<file path="src/rtl/median_filter_2d_replicate_assert.svh">
// ----------------------------------------------------------------------------
// Assertion macros for the 2-D median filter
// Immediate-consequence and next-cycle implication checks with reset gating.
// ----------------------------------------------------------------------------
`ifndef MEDIAN_FILTER_2D_REPLICATE_ASSERT_SVH
`define MEDIAN_FILTER_2D_REPLICATE_ASSERT_SVH

// Consequence must hold in the same cycle as the antecedent.
`define MF2D_IMPLY(lbl, clk, rst_n, ante, cons) \
    lbl: assert property (@(posedge clk) disable iff (!(rst_n)) (ante) |-> (cons)) \
        else $error("implication check failed");

// Consequence must hold in the cycle after the antecedent.
`define MF2D_NEXT(lbl, clk, rst_n, ante, cons) \
    lbl: assert property (@(posedge clk) disable iff (!(rst_n)) (ante) |=> (cons)) \
        else $error("next-cycle check failed");

`endif

</file>
<file path="src/rtl/mf2d_pkg.sv">
// ----------------------------------------------------------------------------
// mf2d_pkg
// Shared constants, codes, types and tables of the 2-D median filter.
// ----------------------------------------------------------------------------
package mf2d_pkg;

    localparam int MAX_WIDTH_DEF  = 1024;
    localparam int MAX_RADIUS_DEF = 3;
    localparam int HEIGHT_LIMIT   = 4096;
    localparam int ROW_W          = 12;
    localparam int HGT_W          = 13;
    localparam int CFG_W_W        = 11;
    localparam int CFG_H_W        = 13;
    localparam int CFG_R_W        = 2;
    localparam int CFG_DATA_W     = 13;
    localparam int CFG_IDX_W      = 2;
    localparam int PIX_W          = 8;
    localparam int QUEUE_DEPTH    = 2;

    typedef enum logic [CFG_IDX_W-1:0] {
        CFG_WIDTH,
        CFG_HEIGHT,
        CFG_RADIUS
    } t_cfg_idx;

    typedef enum logic {
        CMD_PIXEL,
        CMD_DRAIN
    } t_cmd;

    typedef enum logic [1:0] {
        BK_IDLE,
        BK_GATHER,
        BK_DRAIN,
        BK_OUT
    } t_bk_state;

    typedef struct packed {
        logic full;
        logic empty;
    } t_q_stat;

    typedef struct packed {
        logic idle;
        logic done;
    } t_bk_stat;

    // window size (2r+1)^2
    function automatic logic [5:0] win_count(input logic [CFG_R_W-1:0] r);
        logic [5:0] n;
        unique case (r)
            2'd1:    n = 6'd9;
            2'd2:    n = 6'd25;
            default: n = 6'd49;
        endcase
        return n;
    endfunction

    // position of the middle element in the sorted window
    function automatic logic [5:0] med_index(input logic [CFG_R_W-1:0] r);
        logic [5:0] m;
        unique case (r)
            2'd1:    m = 6'd4;
            2'd2:    m = 6'd12;
            default: m = 6'd24;
        endcase
        return m;
    endfunction

endpackage

</file>
<file path="src/rtl/mf2d_front.sv">
// ----------------------------------------------------------------------------
// mf2d_front
// Take pixel and drain transactions, store pixels, track raster positions
// and queue one window job per result due.
// ----------------------------------------------------------------------------
module mf2d_front #(
    parameter int MAX_WIDTH  = mf2d_pkg::MAX_WIDTH_DEF,
    parameter int MAX_RADIUS = mf2d_pkg::MAX_RADIUS_DEF
) (
    input  logic                          i_clk,
    input  logic                          i_rst_n,
    input  logic                          i_valid,
    input  logic                          i_command,
    input  logic [mf2d_pkg::PIX_W-1:0]    i_pixel,
    output logic                          o_ready,
    input  logic [$clog2(MAX_WIDTH+1)-1:0] i_w,
    input  logic [mf2d_pkg::HGT_W-1:0]    i_h,
    input  logic [mf2d_pkg::CFG_R_W-1:0]  i_r,
    input  mf2d_pkg::t_q_stat             i_q,
    output logic                          o_push,
    output logic [$clog2((2*MAX_RADIUS+1)*MAX_WIDTH)-1:0] o_job_rd,
    output logic [mf2d_pkg::ROW_W-1:0]    o_job_row,
    output logic [$clog2(MAX_WIDTH)-1:0]  o_job_col,
    output logic                          o_job_last,
    output logic                          o_wr_en,
    output logic [$clog2((2*MAX_RADIUS+1)*MAX_WIDTH)-1:0] o_wr_addr,
    output logic [mf2d_pkg::PIX_W-1:0]    o_wr_data
);
    localparam int DEPTH = (2*MAX_RADIUS+1)*MAX_WIDTH;
    localparam int AW    = $clog2(DEPTH);
    localparam int CW    = $clog2(MAX_WIDTH);
    localparam int WW    = $clog2(MAX_WIDTH+1);
    localparam int PW    = AW + 1;
    localparam int RW    = mf2d_pkg::ROW_W;
    localparam int HW    = mf2d_pkg::HGT_W;

    logic [CW-1:0] r_in_col, r_out_col, n_in_col, n_out_col;
    logic [RW-1:0] r_in_row, r_out_row, n_in_row, n_out_row;
    logic [AW-1:0] r_wr, r_rd;
    logic [PW-1:0] r_pend;
    logic [WW+1:0] w_lag;
    logic          w_acc, w_pix, w_emit;

    assign o_ready = !i_q.full;
    assign w_acc   = i_valid && !i_q.full;
    assign w_pix   = (mf2d_pkg::t_cmd'(i_command) == mf2d_pkg::CMD_PIXEL);
    assign w_lag   = (WW+2)'(i_r) * (WW+2)'(i_w) + (WW+2)'(i_r);

    always_comb begin
        if (w_pix) begin
            w_emit = w_acc && ((r_pend + PW'(1)) > PW'(w_lag));
        end else begin
            w_emit = w_acc && (r_pend != '0) && (r_in_row == '0) && (r_in_col == '0);
        end
    end

    // raster advance with wrap at the frame bounds
    always_comb begin
        if ((WW'(r_in_col) + WW'(1)) >= i_w) begin
            n_in_col = '0;
            n_in_row = ((HW'(r_in_row) + HW'(1)) >= i_h) ? '0 : r_in_row + RW'(1);
        end else begin
            n_in_col = r_in_col + CW'(1);
            n_in_row = r_in_row;
        end
        if ((WW'(r_out_col) + WW'(1)) >= i_w) begin
            n_out_col = '0;
            n_out_row = ((HW'(r_out_row) + HW'(1)) >= i_h) ? '0 : r_out_row + RW'(1);
        end else begin
            n_out_col = r_out_col + CW'(1);
            n_out_row = r_out_row;
        end
    end

    assign o_push     = w_emit;
    assign o_job_rd   = r_rd;
    assign o_job_row  = r_out_row;
    assign o_job_col  = r_out_col;
    assign o_job_last = (HW'(r_out_row) == i_h - HW'(1)) && (WW'(r_out_col) == i_w - WW'(1));
    assign o_wr_en    = w_acc && w_pix;
    assign o_wr_addr  = r_wr;
    assign o_wr_data  = i_pixel;

    always_ff @(posedge i_clk) begin
        if (!i_rst_n) begin
            r_in_col  <= '0;
            r_in_row  <= '0;
            r_out_col <= '0;
            r_out_row <= '0;
            r_wr      <= '0;
            r_rd      <= '0;
            r_pend    <= '0;
        end else begin
            if (w_acc && w_pix) begin
                r_in_col <= n_in_col;
                r_in_row <= n_in_row;
                r_wr     <= (r_wr == AW'(DEPTH - 1)) ? '0 : r_wr + AW'(1);
            end
            if (w_emit) begin
                r_out_col <= n_out_col;
                r_out_row <= n_out_row;
                r_rd      <= (r_rd == AW'(DEPTH - 1)) ? '0 : r_rd + AW'(1);
            end
            if (w_acc && w_pix && !w_emit) begin
                r_pend <= r_pend + PW'(1);
            end else if (w_emit && !w_pix) begin
                r_pend <= r_pend - PW'(1);
            end
        end
    end
endmodule

</file>
<file path="config.mk">
export PLATFORM = sky130hd
export DESIGN_NAME = mf2d_front
export DESIGN_NICKNAME = d
export VERILOG_FILES = /design/src/rtl/median_filter_2d_replicate_assert.svh /design/src/rtl/mf2d_pkg.sv /design/src/rtl/mf2d_front.sv
export SDC_FILE = /design/constraint.sdc
export NUM_CORES = 1
export LEC_CHECK = 0
export BUFFER_PORTS_ARGS = -buffer_cell sky130_fd_sc_hd__buf_2
export CAP_MARGIN = 20
export CELL_PAD_IN_SITES_DETAIL_PLACEMENT = 0
export CELL_PAD_IN_SITES_GLOBAL_PLACEMENT = 1
export CORE_MARGIN = 8
export CORE_UTILIZATION = 25
export DETAILED_ROUTE_END_ITERATION = 12
export MAX_ROUTING_LAYER = met4
export PLACE_DENSITY = 0.59
export SYNTH_ARGS = -nofsm -noshare
export SYNTH_HDL_FRONTEND = slang
export SYNTH_SLANG_ARGS = --single-unit
</file>
<file path="constraint.sdc">
create_clock -name i_clk -period 6.3 [get_ports i_clk]
set_clock_uncertainty 0.05 [all_clocks]
set_input_delay 0.315 -clock i_clk [delete_from_list [all_inputs] [get_ports i_clk]]
set_output_delay 0.315 -clock i_clk [all_outputs]
set_load 0.01 [all_outputs]
</file>
==> impl_metrics.toml, run 1 <==
[outcome]
status = "complete, no violations"

[finish]
layout.cells.non_filler = 1446
design.final.nets = 1180
post_route_cells_drive_above_1_share_pct = 12.19
syn2layout_area_growth_pct = 13.59
most-common-layout-cells = "ha_1, nand2_1, dfxtp_1, buf_2, nor2_1"
mostFrequentLayoutCell = "ha_1"
n_antenna_cell = 0

[detailed_routing]
ant_nets = 0
residual_drc_count = 0
routed_wl_mm = 22.89
vias_per_cell = 4.931
post_drt_wl_per_cell_um = 15.83
drt_first_iter_violations = 417
num_vias = 7130
drtPass1Iterations = 5

[floorplanning]
design.die.area_um2 = 36710
initial_core_utilization_pct = 25.27
floorplan.rows = 64
floorplan.io_pins = 100
floorplan.die.height_um = 191.6
area_of_the_core_um2 = 30510
die_w_um = 191.6

[logic_synthesis]
synthFlopType = "dfxtp_1"
synthXorXnorAreaFrac_pct = 11.82
yosys.cell_types.count = 73
syn-cell-area_um2 = 7709
number_of_enable_flip_flop_cells_after_synthesis = 0
synth_top_family_by_area = "simple AND/OR/NAND/NOR gates"
synth.yosys.seq_area_share_pct = 21.81
synthSimpleGateAreaFrac_pct = 25.26
synthesis.nets = 1125
ys_async_sr_fraction_pct = 0
syn_area_per_cell_um2 = 7.787
synthMuxAreaShare_pct = 1.071
synthAdderAreaFrac_pct = 15.61
synthesis.yosys.warnings = 0
ys_seq_elements = 84
synth_compound_area_share_pct = 17.89
synthCells = 990

[placement]
dp_worst_setup_slack_ns = 0.4243
routabilityCongestion = 0.8153
place.detailed.instances = 1429
place.port_buffers = 82
post-dp-hpwl_mm = 17.79

[sta]
hold_viol_final = 0
worst_slew_margin_rel_pct = 34.89
achievable-frequency_mhz = 180.7
setup_viol_count_final = 0
max_slew.worst_pin.slew_ns = 0.9708
finalWorstPathRequiredPeriod_ns = 5.535
fin_setup_tns_ns = 0
timing_max_transition_violations_final = 0
fin_ws_ns = 0.7649
rsz0062_at_grt = "false"
timing.final.crit_share_pct = 87.86

[flow_run]
maxCapViolations = 0

[grt]
antenna_found_initial = 0
vias_in_the_first_global_route = 6813
grtUsageTotal_pct = 12.86
grt.met2_usage_pct = 20.42
largest_net_degree_at_the_start_of_global_routing = 45
groute.layer.met3.usage_pct = 1.434
global_route.usage.met1_pct = 17.25
most_congested_layer_reported_by_global_routing = "met2"
gr-total-overflow = 0
grt_first_pass_wirelength_mm = 37.05

[pwr]
vdd_drop_max_mv = 0.09694
total_leakage_power_nw = 3.708
power.density_nw_per_um2 = 163.4

[worst_setup_path]
rr_worst_depth = 14
cp-start-kind = "input port"
crit_arrival_ns = 5.17
worst-setup-path-type = "in2out"
end_kind = "output port"
crit_fanout = 14
timing.critical_path.required_ns = 5.93
regToRegStartpoint = "r_pend[0]$_SDFFE_PN0P_"
critical_path.startpoint = "i_r[1]"

[cts]
clkTransAtPathRegs_ns = 0.07
clk_latency_ns = 0.36
ctsLongestPathBuffers = 2
tritoncts_clock_tree = "built"
clock_sinks = 84
cts_resized = 0
clockRootBuffer = "clkbuf_16"
htreeDepth = 3
post_cts_hold_buffer_count = 0
cts_made_buffers = 9
post_cts.repair.setup_buffers = 0

[min_path]
worst_hold_startpoint = "i_command"
hold_class = "in2reg"
hold_depth = 4
## cell type report
class / count / area [µm²]
Sequential cell: 84 / 1682
Clock inverter: 7 / 83.83
Fill cell: 3308 / 21750
Inverter: 69 / 261.5
Multi-Input combinational cell: 789 / 5523
Timing Repair Buffer: 92 / 485.5
Tap cell: 396 / 495.5
Clock buffer: 9 / 225.2
## registers in the layout (all words and copies together) (netlist names)
register   flops
r_in_col      10
r_pend        14
o_job_row     12
o_job_rd      13
r_in_row      12
o_wr_addr     13
o_job_col     10
## cells by family (layout without fill, tap and decap cells)
logic type,count (synthesis),count (layout)
adders and majority gates,95,95
buffers and inverters,117,177
xor gates and xnor gates,104,104
AOI/OAI and AO/OA,204,204
muxes,8,8
DFF,84,84
and+or+nand+nor,378,378
## power by group
group / internal, mW / switching (mW) / total, mW
Clock: 0.315 / 0.267 / 0.582
Combinational: 0.115 / 0.170 / 0.284
Sequential: 0.543 / 0.0219 / 0.565
Total: 0.973 / 0.458 / 1.43
## layer usage
| metal | vias up | routed length (µm) |
|---|---|---|
| met5 | - | 0 |
| met4 | 0 | 243 |
| met3 | 14 | 612 |
| met2 | 110 | 10590 |
| met1 | 3335 | 11450 |
| li1 | 3671 | - |
## worst max-delay path: stages
cell	delay, ns
buf_2	0.12
inv_1	0.27
fa_1	0.46
inv_1	0.07
ha_1	0.16
inv_1	0.05
fa_1	0.40
nor2b_1	0.11
o21ai_0	0.10
a21boi_0	0.19
o21ai_0	0.13
a21oi_1	0.26
and4_1	0.22
nor3_1	0.05
ha_1	0.30
nand3_1	0.14
or4_1	0.57
o21a_1	0.14
o31ai_1	0.25
buf_4	0.23
and2_4	0.32
inv_4	0.14
buf_2	0.16
## per-stage QoR
stage                     power [mW]  instance area (µm²)  hold slack (ns)  util [%]
after floorplan               0.7825                 7709           0.4119         -
after global placement        0.8633                 8439           0.4261     27.66
after detailed placement      0.8628                 8439           0.4319     27.66
after CTS                      1.459                 8748           0.3601     28.67
after global routing           1.519                 8756           0.3737     28.70
final                          1.431                 8756           0.3742     28.70
## final timing paths
kind,slack (ns),to
setup reg to reg,1.80,r_pend[1]$_SDFFE_PN0P_
setup / recovery,0.76,o_push
hold / removal,0.37,r_pend[1]$_SDFFE_PN0P_
hold reg to reg,0.44,o_job_rd[1]$_SDFFE_PN0P_
## cell usage after synthesis (all sizes together) (3+ instances only)
| library cell | number | area share, % |
|---|---|---|
| a21oi | 48 | 3.1 |
| clkbuf | 29 | 1.4 |
| ha | 93 | 15 |
| xnor2 | 65 | 7.4 |
| nor2b | 8 | 0.65 |
| o211ai | 10 | 0.97 |
| and2 | 17 | 1.4 |
| o21bai | 3 | 0.29 |
| nand2b | 9 | 0.73 |
| xor2 | 39 | 4.4 |
| nand4b | 4 | 0.45 |
| or3 | 12 | 0.97 |
| nand3 | 47 | 3.1 |
| or4 | 9 | 0.93 |
| a22o | 4 | 0.45 |
| dfxtp | 84 | 22 |
| nor3b | 7 | 0.68 |
| o32ai | 6 | 0.68 |
| or2 | 4 | 0.32 |
| a211oi | 13 | 1.3 |
| a32o | 4 | 0.52 |
| o22ai | 18 | 1.5 |
| nor2 | 75 | 3.7 |
| nand4 | 19 | 1.5 |
| a31oi | 6 | 0.49 |
| nor4 | 18 | 1.5 |
| inv | 68 | 3.3 |
| nand2 | 85 | 4.2 |
| and3 | 23 | 1.9 |
| nor3 | 27 | 1.8 |
| o21a | 8 | 0.78 |
| mux2i | 6 | 0.78 |
| o21ai | 36 | 2.3 |
| a21o | 7 | 0.68 |
| a21boi | 9 | 0.88 |
| a2111oi | 4 | 0.54 |
| nand3b | 8 | 0.78 |
| buf | 19 | 1.7 |
| o31ai | 8 | 0.84 |
No activity file was read; power rests on OpenSTA's default activity.
==> inputs of run 2 (changes only) <==
Settings changed: CORE_UTILIZATION 25 to 44, PLACE_DENSITY 0.59 to 0.9.
==> run 2 against run 1 <==
Power grew 0.23%. Core utilization rose by 21 points. Via count increased by 0.34%. Combinational power fell by 2%. Setup slack got worse by 0.086 ns. Global-route usage up 5.9 points. Register-to-register slack better by 0.02 ns. Sequential share of layout area grew 0.48 points.
==> impl_metrics.toml, run 2 (synthesis results as in run 1) <==
[cts]
cts_made_buffers = 9
tritoncts_clock_tree = "built"
post_cts.repair.setup_buffers = 0
cts_resized = 0
clk_latency_ns = 0.35
htreeDepth = 3
clkTransAtPathRegs_ns = 0.07
post_cts_hold_buffer_count = 0
clock_sinks = 84
ctsLongestPathBuffers = 2
clockRootBuffer = "clkbuf_16"

[pwr]
power.switching_mw = 0.4251
netSwitchingFraction_pct = 29.64
power.share.combinational_pct = 19.4
total_leakage_power_nw = 3.699
pwr-share-seq_pct = 39.4
power.density_nw_per_um2 = 167.9
cell_internal_power_mw = 1.009
power.total_mw = 1.434
clock_power_share_pct = 41.2
vdd_drop_max_mv = 0.1175

[min_path]
worst_hold_startpoint = "i_command"
hold_class = "in2reg"

[detailed_routing]
drtPass1Iterations = 4
wl_met1_mm = 9.938
ant_nets = 0
num_vias = 7154
vias_per_cell = 5.615
routed-wl-met3_um = 691
detailroute.wirelength.met2_mm = 9.158
drt_first_iter_violations = 424
routed_wl_mm = 20.08
post_drt_wl_per_cell_um = 15.76
top_layer = "met4"
residual_drc_count = 0

[floorplanning]
floorplan.io_pins = 100
area_of_the_core_um2 = 17240
initial_core_utilization_pct = 44.72
design.die.area_um2 = 22010
die_w_um = 148.4
floorplan.die.height_um = 148.4
floorplan.rows = 48

[sta]
worst_slew_margin_rel_pct = 37.92
rsz0062_at_grt = "false"
timing.final.crit_share_pct = 89.23
max_slew.worst_pin.slew_ns = 0.9278
hold-worst-slack_ns = 0.3752
timing_max_transition_violations_final = 0
finalWorstPathRequiredPeriod_ns = 5.622
achievable-frequency_mhz = 177.9
hold_viol_final = 0
fin_setup_tns_ns = 0
setup_viol_count_final = 0

[finish]
num-fill-cells = 1699
syn2layout_area_growth_pct = 10.81
mostFrequentLayoutCell = "ha_1"
post_route_cells_drive_above_1_share_pct = 11.93
design.final.nets = 1178
most-common-layout-cells = "ha_1, nand2_1, dfxtp_1, buf_2, nor2_1"
largest_reg_flops = 14
regMostFlops = "r_pend"

[outcome]
status = "complete, no violations"

[worst_setup_path]
timing.critical_path.required_ns = 5.93
crit_arrival_ns = 5.26
regToRegStartpoint = "r_pend[0]$_SDFFE_PN0P_"
crit_fanout = 14
worst-setup-path-type = "in2out"
end_kind = "output port"
critical_path.startpoint = "i_r[1]"
cp-start-kind = "input port"

[placement]
post-dp-hpwl_mm = 15.32
routabilityCongestion = 0.9146
place.port_buffers = 82

[flow_run]
maxCapViolations = 0

[grt]
largest_net_degree_at_the_start_of_global_routing = 45
vias_in_the_first_global_route = 6683
grtUsageTotal_pct = 18.76
antenna_found_initial = 1
grt_first_pass_wirelength_mm = 33.13
gr-total-overflow = 0
[run 2: cell type report]
cell class | instances | area [µm²] | share of cell area [%]
Clock inverter | 6 | 95.09 | 1.113
Tap cell | 225 | 281.5 | 3.296
Multi-Input combinational cell | 789 | 5523 | 64.66
Antenna cell | 1 | 2.502 | 0.02930
Sequential cell | 84 | 1682 | 19.69
Timing Repair Buffer | 90 | 467.9 | 5.478
Inverter | 69 | 261.5 | 3.061
Clock buffer | 10 | 229.0 | 2.681
[run 2: path summary, 6_finish.rpt]
| kind | endpoint | slack, ns | depth (start not counted) |
|---|---|---|---|
| max | o_push | 0.68 | 23 |
| min | r_pend[1]$_SDFFE_PN0P_ | 0.38 | 4 |
| min reg2reg | o_wr_addr[12]$_SDFFE_PN0P_ | 0.44 | 2 |
| max reg2reg | r_pend[1]$_SDFFE_PN0P_ | 1.82 | 14 |
[run 2: worst max-delay path, cell delays in order]
cell and delay (ns):
buf_2 0.12, inv_1 0.29, fa_1 0.46, inv_1 0.07
ha_1 0.16, inv_1 0.05, fa_1 0.40, nor2b_1 0.11
o21ai_0 0.10, a21boi_0 0.19, o21ai_0 0.12, a21oi_1 0.28
and4_1 0.23, nor3_1 0.05, ha_1 0.30, nand3_1 0.14
or4_1 0.57, o21a_1 0.14, o31ai_1 0.34, buf_4 0.22
and2_4 0.29, inv_4 0.12, buf_2 0.17
[run 2: per-layer routing]
metal	GRT usage (%)	vias up
met3	2.522	14
met5	-	-
met2	29.27	129
met1	24.79	3351
li1	-	3660
met4	5.711	0
[run 2: power by group through the flow]
stage                     Combinational [mW]  Sequential (mW)  Clock [mW]
after floorplan                        0.214            0.568           0
after global placement                 0.272            0.577           0
after detailed placement               0.275            0.577           0
after CTS                              0.277            0.565       0.608
after global routing                   0.313            0.568       0.627
final                                  0.278            0.565       0.591
[run 2: through the flow]
| step | instances | setup WS [ns] | instance area (µm²) | utilization (%) |
|---|---|---|---|---|
| after floorplan | 990 | 1.110 | 7709 | - |
| after global placement | 1255 | 0.6091 | 8203 | 47.59 |
| after detailed placement | 1255 | 0.5134 | 8203 | 47.59 |
| after CTS | 1271 | 0.6953 | 8527 | 49.47 |
| after global routing | 1274 | 0.3136 | 8542 | 49.56 |
| final | 1274 | 0.6784 | 8542 | 49.56 |
