**config.mk**
```make
export PLATFORM = sky130hd
export DESIGN_NAME = mf2d_fifo
export DESIGN_NICKNAME = d
export VERILOG_FILES = /design/src/rtl/median_filter_2d_replicate_assert.svh /design/src/rtl/mf2d_pkg.sv /design/src/rtl/mf2d_fifo.sv
export SDC_FILE = /design/constraint.sdc
export NUM_CORES = 1
export LEC_CHECK = 0
export ABC_AREA = 1
export ABC_CLOCK_PERIOD_IN_PS = 1900
export BUFFER_PORTS_ARGS = -buffer_cell sky130_fd_sc_hd__buf_2
export CAP_MARGIN = 25
export CELL_PAD_IN_SITES_DETAIL_PLACEMENT = 0
export CELL_PAD_IN_SITES_GLOBAL_PLACEMENT = 1
export CORE_MARGIN = 3
export CORE_UTILIZATION = 39
export DETAILED_ROUTE_END_ITERATION = 8
export GPL_TIMING_DRIVEN = 0
export PLACE_DENSITY = 0.78
export RECOVER_POWER = 50
export SYNTH_ARGS = -nofsm -noshare
export SYNTH_HDL_FRONTEND = slang
export SYNTH_SLANG_ARGS = --single-unit
```
**constraint.sdc**
```tcl
create_clock -name i_clk -period 1.9 [get_ports i_clk]
set_clock_uncertainty 0.1 [all_clocks]
set_input_delay 0.19 -clock i_clk [delete_from_list [all_inputs] [get_ports i_clk]]
set_output_delay 0.19 -clock i_clk [all_outputs]
set_load 0.05 [all_outputs]
```
**src/rtl/median_filter_2d_replicate_assert.svh**
```systemverilog
// ----------------------------------------------------------------------------
// Assertion macros for the 2-D median filter
// Immediate-consequence and next-cycle implication checks with reset gating.
// ----------------------------------------------------------------------------
`ifndef MEDIAN_FILTER_2D_REPLICATE_ASSERT_SVH
`define MEDIAN_FILTER_2D_REPLICATE_ASSERT_SVH

// Consequence must hold in the same cycle as the antecedent.
`define MF2D_IMPLY(lbl, clk, rst_n, ante, cons) \
    lbl: assert property (@(posedge clk) disable iff (!(rst_n)) (ante) |-> (cons)) \
        else $error("implication check failed");

// Consequence must hold in the cycle after the antecedent.
`define MF2D_NEXT(lbl, clk, rst_n, ante, cons) \
    lbl: assert property (@(posedge clk) disable iff (!(rst_n)) (ante) |=> (cons)) \
        else $error("next-cycle check failed");

`endif

```
**src/rtl/mf2d_pkg.sv**
```systemverilog
// ----------------------------------------------------------------------------
// mf2d_pkg
// Shared constants, codes, types and tables of the 2-D median filter.
// ----------------------------------------------------------------------------
package mf2d_pkg;

    localparam int MAX_WIDTH_DEF  = 1024;
    localparam int MAX_RADIUS_DEF = 3;
    localparam int HEIGHT_LIMIT   = 4096;
    localparam int ROW_W          = 12;
    localparam int HGT_W          = 13;
    localparam int CFG_W_W        = 11;
    localparam int CFG_H_W        = 13;
    localparam int CFG_R_W        = 2;
    localparam int CFG_DATA_W     = 13;
    localparam int CFG_IDX_W      = 2;
    localparam int PIX_W          = 8;
    localparam int QUEUE_DEPTH    = 2;

    typedef enum logic [CFG_IDX_W-1:0] {
        CFG_WIDTH,
        CFG_HEIGHT,
        CFG_RADIUS
    } t_cfg_idx;

    typedef enum logic {
        CMD_PIXEL,
        CMD_DRAIN
    } t_cmd;

    typedef enum logic [1:0] {
        BK_IDLE,
        BK_GATHER,
        BK_DRAIN,
        BK_OUT
    } t_bk_state;

    typedef struct packed {
        logic full;
        logic empty;
    } t_q_stat;

    typedef struct packed {
        logic idle;
        logic done;
    } t_bk_stat;

    // window size (2r+1)^2
    function automatic logic [5:0] win_count(input logic [CFG_R_W-1:0] r);
        logic [5:0] n;
        unique case (r)
            2'd1:    n = 6'd9;
            2'd2:    n = 6'd25;
            default: n = 6'd49;
        endcase
        return n;
    endfunction

    // position of the middle element in the sorted window
    function automatic logic [5:0] med_index(input logic [CFG_R_W-1:0] r);
        logic [5:0] m;
        unique case (r)
            2'd1:    m = 6'd4;
            2'd2:    m = 6'd12;
            default: m = 6'd24;
        endcase
        return m;
    endfunction

endpackage

```
**src/rtl/mf2d_fifo.sv**
```systemverilog
// ----------------------------------------------------------------------------
// mf2d_fifo
// Short job queue between the front tracker and the window engine.
// ----------------------------------------------------------------------------
module mf2d_fifo #(
    parameter int W     = 8,
    parameter int DEPTH = mf2d_pkg::QUEUE_DEPTH
) (
    input  logic              i_clk,
    input  logic              i_rst_n,
    input  logic              i_push,
    input  logic [W-1:0]      i_data,
    input  logic              i_pop,
    output logic [W-1:0]      o_data,
    output mf2d_pkg::t_q_stat o_stat
);
    localparam int PW = (DEPTH > 1) ? $clog2(DEPTH) : 1;
    localparam int CW = $clog2(DEPTH + 1);

    logic [W-1:0]  r_mem [DEPTH];
    logic [PW-1:0] r_wp, r_rp;
    logic [CW-1:0] r_cnt;
    logic          w_push, w_pop;

    assign o_stat.full  = (r_cnt == CW'(DEPTH));
    assign o_stat.empty = (r_cnt == '0);
    assign w_push = i_push && !o_stat.full;
    assign w_pop  = i_pop && !o_stat.empty;
    assign o_data = r_mem[r_rp];

    always_ff @(posedge i_clk) begin
        if (w_push) begin
            r_mem[r_wp] <= i_data;
        end
    end

    always_ff @(posedge i_clk) begin
        if (!i_rst_n) begin
            r_wp  <= '0;
            r_rp  <= '0;
            r_cnt <= '0;
        end else begin
            if (w_push) begin
                r_wp <= (r_wp == PW'(DEPTH - 1)) ? '0 : r_wp + PW'(1);
            end
            if (w_pop) begin
                r_rp <= (r_rp == PW'(DEPTH - 1)) ? '0 : r_rp + PW'(1);
            end
            if (w_push && !w_pop) begin
                r_cnt <= r_cnt + CW'(1);
            end else if (w_pop && !w_push) begin
                r_cnt <= r_cnt - CW'(1);
            end
        end
    end
endmodule

```
==> key figures, run 1 <==
Timing
  • Worst Tran Pin Value: approximately 690 ps
  • Max Fclk: ~590 MHz
  • Final min period: approximately 1700 ps
  • Period utilization: about nine tenths
  • RSZ-0062 raised after global routing: no
  • Setup TNS: 0 ps
  • Fin. Hold Viols: 0
  • Max-slew violations: 0
  • Final setup fails: 0
  • Max_slew headroom: a little over half

Power
  • Worst VDD drop: 0.6817 mV
  • Reg power frac: between 40 and 50%
  • Clk network pwr share: between 10 and 15%
  • Cell internal pwr: approximately 830 uW
  • Psw: ~600 uW
  • Power Density: 1364 nW/um2
  • Switch share: between 40% and 50%
  • Pleak: between 0.0004 and 0.0005 uW
  • Total power: between 1000 and 1500 uW
  • Combinational power share: between 40% and 50%

Critical path
  • Worst r2r src: r_cnt[0]
  • Reg-to-reg setup timing slack: 340 ps
  • Crit. End Element: output pin
  • FF-to-FF path depth: 9
  • Reg2reg end: r_cnt[1]
  • Worst Path Max Fanout: 8
  • Critical path class: flip-flop to output pin
  • Worst setup SP type: flip-flop
  • CP Data Arrival Time: 1390 ps
  • Data required time of the worst path: between 1500 and 2000 ps

Synth
  • Cell taking the most area after synthesis: edfxtp_1
  • Register bit total from synthesis: 21
  • Syn Inst Count: 63
  • Synth area leaders: edfxtp_1, dfxtp_1, mux2_2, nor2_1, inv_1
  • Synth cell types: 15
  • Ys Warns: 0
  • Area share of the largest cell type after synthesis: about three fifths
  • Avg Cell Area, Syn: 13.07 um2
  • Mapped Nets: 76
  • Synth Cell Area: ~820 um2
  • Sequential area share after synthesis: between 70% and 80%

Clock network
  • Clk sinks: 21
  • H-Tree Depth: 1
  • Post-CTS sizing: 0
  • CTS root buffer: clkbuf_4
  • CTS tree: done
  • Total CTS buffers: 3
  • Post-CTS setup buffers: 0
  • CTS clk-pin slew, worst paths: about 110 ps
  • Worst skew pair latency: a little under 300 ps
  • CTS Buffer Depth: 2

Finish
  • Area grow syn2layout: 28.12%
  • Layout Nets: 110
  • Filler cells: 180
  • Storage cell area: 580.6 um2
  • Antenna Cells: 0
  • Layout cells sized above 1: 29.17%
  • Multi-input gate area: roughly 200 um2

Job
  • Max cap viols: 0

Global routing
  • Largest net degree at the start of global routing: 13
  • Grt ovf: 0
  • Vias in the first global route: ~570
  • Tot GR Track Use: 11.87%
  • First-pass GRT wire length: between 2 and 2.5 mm
  • Antenna violations before repair: 0

Die
  • Area of the core: ~1900 um2
  • Starting density of the core: 44.31%
  • Die height: ~52 um
  • Die X: a little over 50 um
  • Core Rows: 15
  • Boundary Pins: 22
  • DIE AREA: roughly 2700 um2

Min path
  • Hold worst-path end: r_cnt[1]
  • WHS Path Cells: 3
  • Hold Crit Class: input port to flip-flop
  • Worst Hold Launch: i_rst_n

Route
  • Total wire length: between 1 and 1.5 mm
  • Post-route DRC: 0
  • Drt initial violations: 10
  • Routed length on met3: roughly 51 um
  • Wire length on met2: roughly 740 um
  • First-pass DRT Iterations: 4
  • Top Metal Used: met4
  • Post-DRT Antenna Nets: 0
  • Routed len/inst: about 11 um
  • Routed length on met1: approximately 530 um
  • Via density: roughly 4.4
  • Vias: between 500 and 600

Placement
  • PortBufs: 21
  • Hpwl dp: approximately 900 um
  • GP Congestion: 0.7533

Run status
  • Status: finished clean
==> synth_stat cells (all sizes together) <==
| library cell | number |
|---|---|
| a21oi | 1 |
| buf | 1 |
| dfxtp | 5 |
| edfxtp | 16 |
| ha | 1 |
| inv | 9 |
| mux2 | 8 |
| nand2 | 6 |
| nand3 | 1 |
| nand4 | 1 |
| nor2 | 11 |
| o21ai | 3 |
==> area by class of cell <==
cell class                 instances  area share, %
timing repair buffer              29          16.61
clock inverter                     1         0.4745
tap                               25          2.966
inverter                           9          3.203
clock buffer                       3          2.135
sequential                        21          55.04
multi-input combinational         32          19.10
buffer                             1         0.4745
==> registers in the layout (all words and copies together), names as in the netlist, named ones only <==
signal and flops:
r_wp 1, r_rp 1, r_cnt 2, r_mem 16
==> how the worst max path moves through the flow <==
| stage | from | to | slack [ps] | cells past startpoint |
|---|---|---|---|---|
| 2_1_floorplan | r_cnt[0] | r_cnt[1] | 250 | 9 |
| 3_3_place_gp | r_cnt[0] | r_mem[1][1] | 340 | 2 |
| 3_5_place_dp | r_cnt[0] | r_mem[1][5] | 310 | 2 |
| 4_1_cts | flip-flop | o_data[3] | 190 | 3 |
| 5_1_grt | flip-flop | o_data[7] | 110 | 3 |
| 6_report | flip-flop | o_data[7] | 220 | 3 |
==> critical path, cell delays in order, from the launching register on <==
cell,delay [ps]
dfxtp_1,320
buf_2,210
mux2_2,360
buf_2,210
==> logic make-up (layout without fill, tap and decap cells) <==
| logic type | Yosys count | in the layout | synth area share [%] |
|---|---|---|---|
| flip-flops | 21 | 21 | 70.52 |
| buffers and inverters | 10 | 43 | 4.710 |
| AND/OR/NAND/NOR | 19 | 19 | 9.423 |
| AO/OA/AOI/OAI | 4 | 4 | 2.887 |
| adder cells (fa/ha/maj) | 1 | 1 | 1.520 |
| multiplexers | 8 | 8 | 10.94 |
==> placed cells by master, fill, tap and decap left out, types with 2 or more instances in the layout <==
master,Yosys,final
buf_2,1,14
inv_1,8,8
nor2_1,10,11
nand2_1,6,6
clkbuf_4,0,3
clkbuf_1,0,8
edfxtp_1,16,16
dlygate4sd3_1,0,8
mux2_2,8,8
dfxtp_1,5,5
o21ai_0,2,2
==> layer usage <==
metal	global-route usage, %	vias up
met4	6.550	0
met3	3.438	2
met2	22.59	9
li1	-	279
met5	0	-
met1	11.01	245
==> power groups by stage <==
stage          sequential [uW]  combinational (uW)  clock, uW
4_1_cts                    627                 635        213
6_report                   623                 614        201
2_1_floorplan              629                 501          0
3_3_place_gp               634                 610          0
5_1_grt                    636                 663        240
3_5_place_dp               638                 621          0
==> metrics by stage <==
step / util (%) / setup WS (ps) / instances / area [um2] / hold WS (ps)
2_1_floorplan: - / 247.1 / 63 / 825.8 / 188.9
3_3_place_gp: 51.78 / 344.8 / 109 / 962.2 / 276.7
3_5_place_dp: 51.78 / 308.2 / 109 / 962.2 / 281.5
4_1_cts: 57.58 / 190.3 / 121 / 1070 / 35.65
5_1_grt: 56.77 / 112.3 / 121 / 1055 / 41.61
6_report: 56.77 / 217.3 / 121 / 1055 / 47.12
==> repair_timing <==
action,CTS,global route
endpoints found under the setup margin,0,0
endpoints found under the hold margin,16,0
hold buffers,8,0
Note: power is estimated with default switching activity, not from simulation.
==> inputs of run 2 (changes only) <==
--- a/constraint.sdc
+++ b/constraint.sdc
@@ -3,3 +3,3 @@
 set_input_delay 0.19 -clock i_clk [delete_from_list [all_inputs] [get_ports i_clk]]
 set_output_delay 0.19 -clock i_clk [all_outputs]
-set_load 0.05 [all_outputs]
+set_load 0.01 [all_outputs]
==> key figures, run 2 (synthesis gave the netlist of run 1 again) <==
Global routing
  • Grt ovf: 0 (unchanged)
  • Vias in the first global route: 513 (-9.7%)
  • Tot GR Track Use: 11.10% (-0.78 points)
  • Largest net degree at the start of global routing: 13 (unchanged)
  • Antenna violations before repair: 0 (unchanged)
  • First-pass GRT wire length: 2.132 mm (-5.2%)

Finish
  • Top flop regs: r_mem x16, r_cnt x2
  • Largest Register: r_mem
  • Layout Nets: 110 (unchanged)
  • Most common cell after layout, fill and taps aside: edfxtp_1
  • Most frequent cells in the layout: edfxtp_1, buf_2, nor2_1
  • Layout cells sized above 1: 28.13% (-1.0 points)
  • Filler cells: 172 (-4.4%)
  • Storage cell area: 580.6 um2 (unchanged)
  • Antenna Cells: 0 (unchanged)
  • Number of flip-flops in the largest register: 16 (unchanged)
  • Design area: 1054 um2 (-0.12%)
  • Final non-filler cell total: 121 (unchanged)
  • Multi-input gate area: 201.4 um2 (unchanged)
  • Area grow syn2layout: 27.96%

Critical path
  • Worst setup SP type: flip-flop
  • CP Data Arrival Time: 1330 ps (-60 ps)
  • WP buf/inv: 2 (unchanged)
  • CP max stage cell: mux2_2
  • Data required time of the worst path: 1610 ps (about the same)
  • Crit. End Element: output pin
  • Critical Path Max Stage Delay: 360 ps (about the same)
  • Critical Path Most Common Cell: buf_2
  • Reg-to-reg setup timing slack: 330 ps (about the same)
  • CP delay by family, top: multiplexers
  • Worst r2r src: r_cnt[0]
  • Cell breakdown of the critical path: buf_2 > mux2_2 > buf_2
  • Worst Path Max Fanout: 8 (unchanged)
  • Critical path class: flip-flop to output pin

Timing
  • Max Fclk: 615.8 MHz (+3.6%)
  • Fin. Hold Viols: 0 (unchanged)
  • Max-slew violations: 0 (unchanged)
  • Max_slew headroom: 53.96% (+0.35 points)
  • Worst Tran Pin Value: 688.0 ps (-5.258 ps)
  • Setup TNS: 0 ps (unchanged)
  • RSZ-0062 raised after global routing: no
  • Final setup fails: 0 (unchanged)
  • Final min period: 1624 ps (-58.73 ps)
  • Worst setup margin: 276.0 ps (+58.73 ps)
  • Period utilization: 85.47% (-3.1 points)

Placement
  • Hpwl dp: 896 um (-3.4%)
  • GP Congestion: 0.7005 (-7.0%)
  • Post-place setup slack: 304.8 ps (-3.470 ps)
  • Placed Area: 959.7 um2 (-0.26%)
  • PortBufs: 21 (unchanged)
  • Placed Cells: 109 (unchanged)

Die
  • Area of the core: 1858 um2 (unchanged)
  • Starting density of the core: 44.31% (unchanged)
  • DIE AREA: 2698 um2 (unchanged)
  • Boundary Pins: 22 (unchanged)
  • Die height: 51.95 um (unchanged)
  • Core Rows: 15 (unchanged)
  • Die X: 51.95 um (unchanged)

Clock network
  • CTS clk-pin slew, worst paths: 110 ps (about the same)
  • Hold-fix buffer count after cts: 8 (unchanged)
  • Total CTS buffers: 3 (unchanged)
  • Clk sinks: 21 (unchanged)
  • Post-CTS sizing: 0 (unchanged)
  • CTS Buffer Depth: 2 (unchanged)
  • CTS root buffer: clkbuf_4
  • H-Tree Depth: 1 (unchanged)
  • Worst skew pair latency: 300 ps (about the same)
  • CTS tree: done
  • Post-CTS setup buffers: 0 (unchanged)

Power
  • Clk network pwr share: 16.7% (+2.7 points)
  • Reg power frac: 51.3% (+8.0 points)
  • Cell internal pwr: 832.7 uW (-0.22%)
  • Total power: 1219 uW (-15%)
  • Switch share: 31.67% (-10 points)
  • Pleak: 0.0004234 uW (-0.65%)
  • Power Density: 1157 nW/um2 (-15%)
  • Worst VDD drop: 0.5783 mV (-15%)
  • Combinational power share: 32.0% (-11 points)
  • Psw: 385.9 uW (-36%)

Route
  • Post-route DRC: 0 (unchanged)
  • Routed len/inst: 10.74 um (-2.8%)
  • Via density: 4.430 (+0.19%)
  • Drt initial violations: 4 (-6)
  • Total wire length: 1.299 mm (-2.8%)
  • Vias: 536 (+0.19%)
  • Post-DRT Antenna Nets: 0 (unchanged)
  • First-pass DRT Iterations: 3 (-1)

Run status
  • Status: finished clean

Job
  • Max cap viols: 0 (unchanged)

Min path
  • Worst Hold Launch: i_rst_n
  • Hold Crit Class: input port to flip-flop
## run 2: changes by cell type in the layout (fill, tap and decap cells not counted)
cell / previous run / this run
buf_2: 14 / 13
clkbuf_1: 8 / 9
## run 2: path summary, 6_finish.rpt
| path | endpoint | cells past startpoint |
|---|---|---|
| setup reg to reg | r_cnt[1] | 9 |
| hold / removal | r_cnt[1] | 3 |
| hold reg to reg | r_wp | 2 |
| setup / recovery | o_data[4] | 3 |
## run 2: layout make-up
type | instances | area share, %
clock inverters | 1 | 0.4751
clock buffers | 3 | 2.138
flip-flops and latches | 21 | 55.11
repair buffers | 29 | 16.51
inverters | 9 | 3.207
well taps | 25 | 2.969
plain buffers | 1 | 0.4751
multi-input cells | 32 | 19.12
## run 2: worst min-delay path, stage by stage
cell and delay, ps:
buf_2 120, nand2_1 60, nor2_1 30
## run 2: per-layer routing
layer	share of wire [%]	GRT usage, %	wire length (um)	up-vias
li1	-	-	-	281
met1	43	12.18	555	240
met2	52	19.25	672	13
met3	4.3	2.579	56	2
met4	1.1	6.550	14	0
met5	0	0	0	-
## run 2: power groups by stage
stage	Sequential [uW]	Combinational (uW)	Clock [uW]
final	625	390	204
after global routing	633	443	231
after CTS	626	409	215
after detailed placement	635	394	0
after global placement	632	388	0
after floorplan	625	277	0
## run 2: stage by stage
stage          hold slack [ps]  util [%]
2_1_floorplan            188.9         -
5_1_grt                  43.07     56.70
4_1_cts                  35.93     57.44
3_3_place_gp             276.9     51.65
3_5_place_dp             282.7     51.65
6_report                 43.96     56.70
==> inputs of run 3 (changes only) <==
ABC_AREA = unset   (was 1)
ABC_CLOCK_PERIOD_IN_PS = 1700   (was 1900)
CORE_UTILIZATION = 40   (was 39)
clock period = 1.7 ns   (was 1.9 ns; I/O delays follow)
==> key figures, run 3 <==
Critical path
  • Reg2reg end: r_cnt[1]
  • Critical path class: flip-flop to flip-flop
  • Crit. End Element: flip-flop
  • FF-to-FF path depth: 6 (-3)
  • Worst setup SP type: flip-flop
  • CP Data Arrival Time: 1730 ps (+400 ps)
  • Reg-to-reg setup timing slack: 90 ps (-240 ps)
  • Worst r2r src: r_cnt[0]
  • Worst Path Max Fanout: 5 (-3)
  • Data required time of the worst path: 1820 ps (+210 ps)

Route
  • Via density: 4.694 (+6.0%)
  • Drt initial violations: 1 (-3)
  • Vias: 507 (-5.4%)
  • Post-route DRC: 0 (unchanged)
  • Total wire length: 1.285 mm (-1.1%)
  • Post-DRT Antenna Nets: 0 (unchanged)
  • Routed len/inst: 11.90 um (+11%)
  • First-pass DRT Iterations: 3 (unchanged)

Finish
  • Layout Nets: 97 (-12%)
  • Antenna Cells: 0 (unchanged)
  • Largest Register: r_mem
  • Most frequent cells in the layout: buf_2, edfxtp_1, mux2_2, dlygate4sd3_1, clkbuf_1
  • Number of flip-flops in the largest register: 16 (unchanged)
  • Area grow syn2layout: 30.60%
  • Top flop regs: r_mem x16, r_cnt x2
  • Final core occ: 58.08% (+1.4 points)
  • Layout cells sized above 1: 38.55% (+10 points)

Clock network
  • Clk sinks: 21 (unchanged)
  • H-Tree Depth: 1 (unchanged)
  • CTS root buffer: clkbuf_4
  • CTS clk-pin slew, worst paths: 110 ps (about the same)
  • Total CTS buffers: 3 (unchanged)
  • CTS Buffer Depth: 2 (unchanged)
  • CTS tree: done
  • Worst skew pair latency: 290 ps (about the same)
  • Post-CTS setup buffers: 0 (unchanged)

Die
  • DIE AREA: 2599 um2 (-3.7%)
  • Area of the core: 1821 um2 (-2.0%)
  • Starting density of the core: 44.47% (+0.16 points)
  • Die height: 50.99 um (-1.8%)
  • Die X: 50.99 um (-1.8%)
  • Core Rows: 15 (unchanged)
  • Boundary Pins: 22 (unchanged)

Synth
  • Cell taking the most area after synthesis: edfxtp_1
  • Top cells by count, synth: edfxtp_1, mux2_2, dfxtp_1
  • Area share of the largest cell type after synthesis: 59.35% (+0.99 points)
  • Synth cell types: 20 (+5)
  • Sequential area share after synthesis: 71.72% (+1.2 points)
  • Synth area leaders: edfxtp_1, dfxtp_1, mux2_2, and2_1, xnor2_1
  • Synth Cell Area: 809.5 um2 (-1.7%)
  • Avg Cell Area, Syn: 16.19 um2 (+24%)
  • Ys Warns: 0 (unchanged)
  • Async SR Flop Fraction: 0% (unchanged)
  • Syn Inst Count: 50 (-21%)
  • Mapped Nets: 63 (-17%)
  • Top-count cell post-synth: edfxtp_1
  • Post-synth EDFFs: 16 (unchanged)
  • Main synth FF type: edfxtp_1
  • Register bit total from synthesis: 21 (unchanged)

Power
  • Switch share: 29.38% (-2.3 points)
  • Worst VDD drop: 0.7487 mV (+29%)
  • Combinational power share: 33.6% (+1.6 points)
  • Reg power frac: 50.4% (-0.9 points)
  • Clk network pwr share: 16.0% (-0.7 points)
  • Psw: 415.7 uW (+7.7%)
  • Power Density: 1338 nW/um2 (+16%)
  • Cell internal pwr: 999.4 uW (+20%)
  • Pleak: 0.0004057 uW (-4.2%)

Timing
  • Fin. Hold Viols: 0 (unchanged)
  • Max-slew violations: 0 (unchanged)
  • Worst setup margin: 85.59 ps (-190.4 ps)
  • Max Fclk: slightly above 600 MHz
  • Period utilization: a little over nine tenths
  • Final setup fails: 0 (unchanged)
  • Worst Tran Pin Value: 720.3 ps (+32.25 ps)
  • RSZ-0062 raised after global routing: no
  • Final min period: roughly 1600 ps
  • Max_slew headroom: 51.72% (-2.2 points)

Min path
  • WHS Path Cells: 2 (-1)
  • Hold Crit Class: input port to flip-flop
  • Hold worst-path end: r_wp
  • Worst Hold Launch: i_rst_n

Placement
  • PortBufs: 21 (unchanged)
  • Post-place setup slack: -19.32 ps (-324.1 ps)
  • GP Congestion: 0.6262 (-11%)

Run status
  • Status: finished clean

Global routing
  • Antenna violations before repair: 0 (unchanged)
  • First-pass GRT wire length: 2.001 mm (-6.1%)
  • Tot GR Track Use: 10.41% (-0.69 points)
  • Largest net degree at the start of global routing: 12 (-1)
  • Grt ovf: 0 (unchanged)
  • Vias in the first global route: 481 (-6.2%)

Job
  • Max cap viols: 0 (unchanged)
## run 3: power groups by stage
stage	sequential, uW	combinational [uW]	clock [uW]
2_1_floorplan	700	325	0
3_3_place_gp	706	452	0
3_5_place_dp	710	461	0
4_1_cts	701	478	235
5_1_grt	724	530	253
6_report	713	476	226
## run 3: final cells by class
type	instances	area, um2
sequential	21	585.6
inverter	2	7.507
clock buffer	4	26.28
timing repair buffer	29	177.7
multi-input combinational	26	224.0
tap	25	31.28
buffer	1	5.005
fill	176	763.2
## run 3: repair_timing
action,in CTS,in global routing
resized for setup,1,3
endpoints found under the setup margin,1,9
hold endpoints to repair,16,0
gates cloned,0,0
hold buffers,8,0
## run 3: kinds of logic after synthesis
logic type / count (synthesis) / share of synthesized area (%)
xor gates and xnor gates: 3 / 3.246
buffers and inverters: 3 / 1.544
DFF: 21 / 71.72
AOI/OAI and AO/OA: 5 / 4.018
and+or+nand+nor: 9 / 6.803
adders and majority gates: 1 / 1.545
muxes: 8 / 11.13
## run 3: per-layer routing
| metal | global-route usage [%] | up-vias | wire length (um) |
|---|---|---|---|
| met5 | 0 | - | 0 |
| met4 | 4.036 | 0 | 0 |
| met3 | 3.207 | 0 | 86 |
| met2 | 18.88 | 16 | 703 |
| met1 | 11.13 | 238 | 496 |
| li1 | - | 253 | - |
## run 3: how the worst max path moves through the flow
stage               slack [ps]  cells after the start     start        to
finish                      90                      6  r_cnt[0]  r_cnt[1]
global placement            40                      6  r_cnt[0]  r_cnt[1]
floorplan                  130                      6  r_cnt[0]  r_cnt[1]
global route                10                      6  r_cnt[0]  r_cnt[1]
CTS                         30                      6  r_cnt[0]  r_cnt[1]
detailed placement         -20                      6  r_cnt[0]  r_cnt[1]
## run 3: metrics by stage
stage	TNS, ps	total power (uW)	instance area, um2	hold slack (ps)	cells
2_1_floorplan	0	1024	809.5	168.9	50
3_3_place_gp	0	1159	945.9	259.0	96
3_5_place_dp	-19.32	1171	945.9	261.9	96
4_1_cts	0	1415	1054	27.26	108
5_1_grt	0	1506	1057	34.77	108
6_report	0	1415	1057	23.41	108
## run 3: worst max-delay path, stage by stage (launching register included)
cell and delay, ps:
dfxtp_4 380, nand2b_4 150, inv_2 70, nor2_1 50, ha_1 310, or3_1 350, a21boi_1 150
